==> src/hw/rtl/map_point_view_projection_unit_assert.svh <==
// Assertion macros for the map point view projection unit.
// Used by the top level only; no other dependencies.
`ifndef MAP_POINT_VIEW_PROJECTION_UNIT_ASSERT_SVH
`define MAP_POINT_VIEW_PROJECTION_UNIT_ASSERT_SVH

// Combinational implication, checked every clock edge out of reset.
`define MPPV_ASSERT_IMPLY(lbl, clk, rst, a, b) \
   lbl: assert property (@(posedge clk) disable iff (rst) (a) |-> (b)) \
      else $error("implication check failed");

// Fixed-delay implication.
`define MPPV_ASSERT_DELAY(lbl, clk, rst, a, dly, b) \
   lbl: assert property (@(posedge clk) disable iff (rst) (a) |-> ##dly (b)) \
      else $error("delayed check failed");

`endif

==> src/hw/rtl/mppv_pkg.sv <==
// Package for the map point view projection unit: item types, codes, constants.
// No dependencies.
package mppv_pkg;

   localparam int CoordW  = 20;
   localparam int RotW    = 18;
   localparam int IndexW  = 16;
   localparam int PixW    = 16;
   localparam int ProdW   = RotW + CoordW;
   localparam int NumW    = 35;
   localparam int DenW    = 19;
   localparam int CsrIdxW = 3;
   localparam int CsrDataW = 60;
   localparam int Latency = 3 + NumW + 1;

   localparam logic [1:0] STATUS_VISIBLE = 2'd0;
   localparam logic [1:0] STATUS_DEPTH   = 2'd1;
   localparam logic [1:0] STATUS_OUTSIDE = 2'd2;

   localparam logic [CsrIdxW-1:0] REG_ROT0   = 3'd0;
   localparam logic [CsrIdxW-1:0] REG_ROT1   = 3'd1;
   localparam logic [CsrIdxW-1:0] REG_ROT2   = 3'd2;
   localparam logic [CsrIdxW-1:0] REG_TRANS  = 3'd3;
   localparam logic [CsrIdxW-1:0] REG_FOCAL  = 3'd4;
   localparam logic [CsrIdxW-1:0] REG_CENTER = 3'd5;
   localparam logic [CsrIdxW-1:0] REG_DEPTH  = 3'd6;

   localparam logic [53:0] ROT0_RESET   = 54'd65536;
   localparam logic [53:0] ROT1_RESET   = 54'd17179869184;
   localparam logic [53:0] ROT2_RESET   = 54'd4503599627370496;
   localparam logic [59:0] TRANS_RESET  = 60'd0;
   localparam logic [31:0] FOCAL_RESET  = 32'd550510800;
   localparam logic [55:0] CENTER_RESET = 56'd8446998331528184;
   localparam logic [39:0] DEPTH_RESET  = 40'd34359739597;

   typedef struct packed {
      logic signed [CoordW-1:0] point_x;
      logic signed [CoordW-1:0] point_y;
      logic signed [CoordW-1:0] point_z;
      logic [IndexW-1:0]        map_point_index;
   } req_type;

   typedef struct packed {
      logic [1:0]        view_status;
      logic [PixW-1:0]   pixel_u;
      logic [PixW-1:0]   pixel_v;
      logic [IndexW-1:0] echoed_index;
   } rsp_type;

   typedef struct packed {
      logic                     valid;
      logic [IndexW-1:0]        index;
      logic signed [CoordW-1:0] xc;
      logic signed [CoordW-1:0] yc;
      logic signed [CoordW-1:0] zc;
   } xfm_type;

   typedef struct packed {
      logic              valid;
      logic              depth_ok;
      logic              sign_u;
      logic              sign_v;
      logic [IndexW-1:0] index;
   } tag_type;

endpackage

==> src/hw/rtl/mppv_div.sv <==
// Pipelined restoring divider, one quotient bit per stage, with a tag riding along.
// Depends on mppv_pkg for default widths.
module mppv_div #(
   parameter int NUM_W = mppv_pkg::NumW,
   parameter int DEN_W = mppv_pkg::DenW,
   parameter int TAG_W = 1
) (
   input  logic             clock,
   input  logic             reset,
   input  logic [NUM_W-1:0] num,
   input  logic [DEN_W-1:0] den,
   input  logic [TAG_W-1:0] tag,
   output logic [NUM_W-1:0] quo,
   output logic [TAG_W-1:0] tag_out
);
   import mppv_pkg::*;

   logic [NUM_W-1:0] num_ff [NUM_W];
   logic [NUM_W-1:0] quo_ff [NUM_W];
   logic [DEN_W-1:0] den_ff [NUM_W];
   logic [DEN_W-1:0] rem_ff [NUM_W];
   logic [TAG_W-1:0] tag_ff [NUM_W];

   for (genvar k = 0; k < NUM_W; k++) begin : g_stage
      logic [NUM_W-1:0] num_in, quo_in, quo_set;
      logic [DEN_W-1:0] den_in, rem_in;
      logic [TAG_W-1:0] tag_in;
      logic [DEN_W:0]   trial, diff;
      if (k == 0) begin : g_first
         assign num_in = num;
         assign quo_in = '0;
         assign den_in = den;
         assign rem_in = '0;
         assign tag_in = tag;
      end else begin : g_next
         assign num_in = num_ff[k-1];
         assign quo_in = quo_ff[k-1];
         assign den_in = den_ff[k-1];
         assign rem_in = rem_ff[k-1];
         assign tag_in = tag_ff[k-1];
      end
      assign trial   = {rem_in, num_in[NUM_W-1-k]};
      assign diff    = trial - {1'b0, den_in};
      assign quo_set = quo_in | (NUM_W'(1) << (NUM_W-1-k));

      always_ff @(posedge clock) begin
         num_ff[k] <= num_in;
         den_ff[k] <= den_in;
         if (trial >= {1'b0, den_in}) begin
            rem_ff[k] <= diff[DEN_W-1:0];
            quo_ff[k] <= quo_set;
         end else begin
            rem_ff[k] <= trial[DEN_W-1:0];
            quo_ff[k] <= quo_in;
         end
         if (reset) begin
            tag_ff[k] <= '0;
         end else begin
            tag_ff[k] <= tag_in;
         end
      end
   end

   assign quo     = quo_ff[NUM_W-1];
   assign tag_out = tag_ff[NUM_W-1];

endmodule
==> config.mk <==
export PLATFORM = sky130hd
export DESIGN_NAME = mppv_div
export DESIGN_NICKNAME = d
export VERILOG_FILES = /design/src/hw/rtl/map_point_view_projection_unit_assert.svh /design/src/hw/rtl/mppv_pkg.sv /design/src/hw/rtl/mppv_div.sv
export SDC_FILE = /design/constraint.sdc
export NUM_CORES = 2
export LEC_CHECK = 0
export BUFFER_PORTS_ARGS = -buffer_cell sky130_fd_sc_hd__buf_2
export CORE_MARGIN = 2
export CORE_UTILIZATION = 55
export DETAILED_ROUTE_END_ITERATION = 6
export HOLD_SLACK_MARGIN = 0.06
export PLACE_DENSITY = 0.82
export SETUP_SLACK_MARGIN = 0.02
export SYNTH_ARGS = -nofsm -noshare
export SYNTH_HDL_FRONTEND = slang
export SYNTH_SLANG_ARGS = --single-unit
==> constraint.sdc <==
create_clock -name clock -period 3 [get_ports clock]
set_input_delay 0.15 -clock clock [delete_from_list [all_inputs] [get_ports clock]]
set_output_delay 0.15 -clock clock [all_outputs]
set_load 0.05 [all_outputs]
==> reports/results.ini <==
[place]
port_buffers = 92
placed_area_sq_um = 94000
gp_congestion = 0.897
place_hpwl_um = 129000

[logic_synthesis]
synth.area.mux_share = 0.0324
synth_top_family_by_area = compound AO/OA/AOI/OAI gates
syn_avg_cell_area_sq_um = 10.7
ys_seq_elements = 2552
synth-adder-area-share = 0.0982
yosysWarnings = 0
syn_area_sq_um = 89300
synth_flop_cell = dfxtp_1
synth-async-reset-ratio = 0
yosys.area_share.simple = 0.0881
netlist_instances = 8312
synth_sequential_area_ratio = 0.572
synth_enable_flop_cells = 0
synth_xor_area_frac = 0.0468
synth_compound_area_frac = 0.123
netlist-cell-type-count = 94
syn_nets = 9050

[worst_setup_path]
cp_common_cell = o21ai_0
path_cells = inv_1 > ha_1 > buf_4 > o21a_1 > o31a_1 > o21ai_0 > a21oi_1 > a211oi_1 > o21ai_0 > a31oi_1 > xnor2_1 > mux2_2
crit_type = register to register
cp_data_required_time_ns = 3.76
startpoint_type = register
slowest_stage = a31oi_1
timing.rr.start = den_ff[16][2]
rr_endpoint = rem_ff[17][17]
rrSetupSlack_ns = 0.02
worstPathMaxFanout = 4
reg2reg_depth = 12
cpPeakStageDelay_ns = 0.37
arrival_ns = 3.74
critPathCaptureType = register

[cells_and_area]
nets = 9677
area_growth_syn_to_layout_pct = 18.5
final_area_sq_um = 106000
fill_cells = 11976
drive_above_1_share = 0.141

[hold_path]
hp-start = quo_ff[28][12]
min_path_cells = 0
holdCritPathClass = register to register
min_to = quo_ff[29][12]

[clock_tree]
cts_root_buf = clkbuf_16
clkSinkCount = 2552
h-tree-depth = 4
path_clk_slew_ns = 0.07
clk_latency_ns = 0.87
cts_tree = built
cts_made_buffers = 237
cts_buffer_depth = 3

[power_and_ir_drop]
p_per_area_nw_per_um2 = 1060
peakVddDrop_mv = 0.770
total_power_mw = 112
power.leakage_nw = 48.1

[route]
ant_nets = 0
drc = 0
avgViaCountPerCell = 5.27
wl_per_cell_um = 16.4
first_pass_iters = 6
finalWirelength_um = 186000
vias = 59567
drt_iter0_drc = 3907

[timing]
clock-skew-final_ns = 0.0764
max_freq_mhz = 335
tightest_slew_ns = 0.926
rsz0062_at_grt = true
period_share = 0.995
slew_headroom = 0.375
final_max_slew_viol_count = 0
post-route-min-period_ns = 2.98
setup_viol = 0
hold_viol = 0

[floorplan]
num_rows = 147
chipHeight_um = 407
dieArea_sq_um = 166000
pin_count = 93
die_w_um = 407
core_sq_um = 161000
start_util = 0.555

[global_routing]
grt_pass1_vias = 59405
grt_use_total = 0.217
grt-ovfl-total = 0
grt_max_degree = 36
grt_antenna_before_repair = 2
grt_pass1_wl_um = 295000

[flow_run]
maxCapViolations = 0

[run_status]
status = completed

## routing by layer
metal  GRT usage  wire [um]
met4      0.0797       5960
met2       0.385      92100
met3      0.0340       8170
met1       0.265      79400
met5           0          0
## critical path: cells and delay by family (launching register included)
kind | cells | cell delay, ns
multiplexers | 1 | 0.28
adder cells (fa/ha/maj) | 1 | 0.29
XOR/XNOR | 1 | 0.11
buffers and inverters | 2 | 0.21
AO/OA/AOI/OAI | 7 | 1.65
flip-flops | 1 | 0.33
## sequential cells by signal, indices dropped and copies added, names as in the netlist
register / flops
den_ff: 646
num_ff: 595
quo_ff: 630
rem_ff: 646
tag_ff: 35
## power breakdown
group	switching (mW)	internal, mW
logic	20.1	17.7
clock network	13.1	18.0
registers	3.25	40.1
total	36.5	75.8
## cell usage after synthesis, drive strengths merged (98+ instances only)
cell / n / area (sq um)
dfxtp: 2552 / 51100
inv: 794 / 2980
ha: 648 / 8110
o21ai: 534 / 2670
a21oi: 517 / 2590
nand2: 513 / 1930
nor2: 419 / 1570
xnor2: 258 / 2260
mux2: 228 / 2570
xor2: 219 / 1920
a21o: 181 / 1360
nor2b: 131 / 820
nor3: 119 / 606
nand3: 103 / 515
o21a: 98 / 736
## cell type report
cell class	instances	area [sq um]	share of cell area
multi-input combinational	4850	36100	0.341
inverter	794	2980	0.0282
timing repair buffer	504	4470	0.0423
antenna	1	2.50	0.0000237
tap	2160	2700	0.0255
sequential	2552	51100	0.483
clock inverter	134	1770	0.0167
clock buffer	307	6650	0.0629
## kinds of logic (layout without fill, tap and decap cells)
group           count (synthesis)  in the layout
other cells                     0              1
mux                           260            260
compound gates               1779           1780
buf+inv                       911           1739
xor+xnor                      477            477
simple gates                 1652           1652
flops                        2552           2552
fa+ha+maj                     681            681
## layout by cell type (no fill, tap or decap), types with 34 or more instances in the layout
| cell | instances |
|---|---|
| xor2_1 | 219 |
| nor2b_1 | 118 |
| clkinv_2 | 50 |
| buf_4 | 243 |
| a211oi_1 | 41 |
| a21o_1 | 180 |
| o21ai_1 | 64 |
| o21bai_1 | 36 |
| buf_2 | 92 |
| clkbuf_8 | 46 |
| mux2_2 | 158 |
| inv_1 | 783 |
| mux2_1 | 36 |
| o31a_1 | 36 |
| mux2_4 | 34 |
| ha_1 | 626 |
| clkbuf_16 | 250 |
| nand3_1 | 101 |
| nand2_1 | 510 |
| a21oi_1 | 494 |
| dlygate4sd3_1 | 112 |
| dfxtp_1 | 2532 |
| nand2b_1 | 92 |
| nand4_1 | 92 |
| a31oi_1 | 61 |
| nor2_1 | 417 |
| o21ai_0 | 446 |
| nor3_1 | 115 |
| xnor2_1 | 258 |
| o21a_1 | 98 |
## metrics by stage
| step | utilization | setup TNS [ns] | std cells | setup WS [ns] | hold slack [ns] |
|---|---|---|---|---|---|
| after floorplan | - | 0 | 8312 | 0.0758 | 0.178 |
| after global placement | 0.584 | -2.76 | 10669 | -0.186 | 0.252 |
| after detailed placement | 0.584 | -5.34 | 10669 | -0.178 | 0.254 |
| after CTS | 0.647 | -0.0652 | 11247 | -0.0149 | 0.228 |
| after global routing | 0.657 | -2.93 | 11301 | -0.111 | 0.269 |
| final | 0.657 | 0 | 11302 | 0.0154 | 0.281 |
## worst max path at each step
stage	from	end	slack, ns	cells past startpoint
after detailed placement	num_ff[28][5]	rem_ff[29][10]	-0.18	12
after floorplan	num_ff[19][14]	rem_ff[20][11]	0.08	13
after global routing	den_ff[16][2]	rem_ff[17][17]	-0.11	12
after global placement	num_ff[28][5]	rem_ff[29][10]	-0.19	12
after CTS	num_ff[24][9]	rem_ff[25][14]	-0.01	13
final	den_ff[16][2]	rem_ff[17][17]	0.02	12
## what timing repair did
item,CTS,global route
pin swaps,24,97
hold buffers,112,0
resized for setup,75,263
cloned,7,12
hold endpoints to repair,108,0
buffers inserted,18,43
setup endpoints to repair,212,482
(Power assumes the default switching activity.)
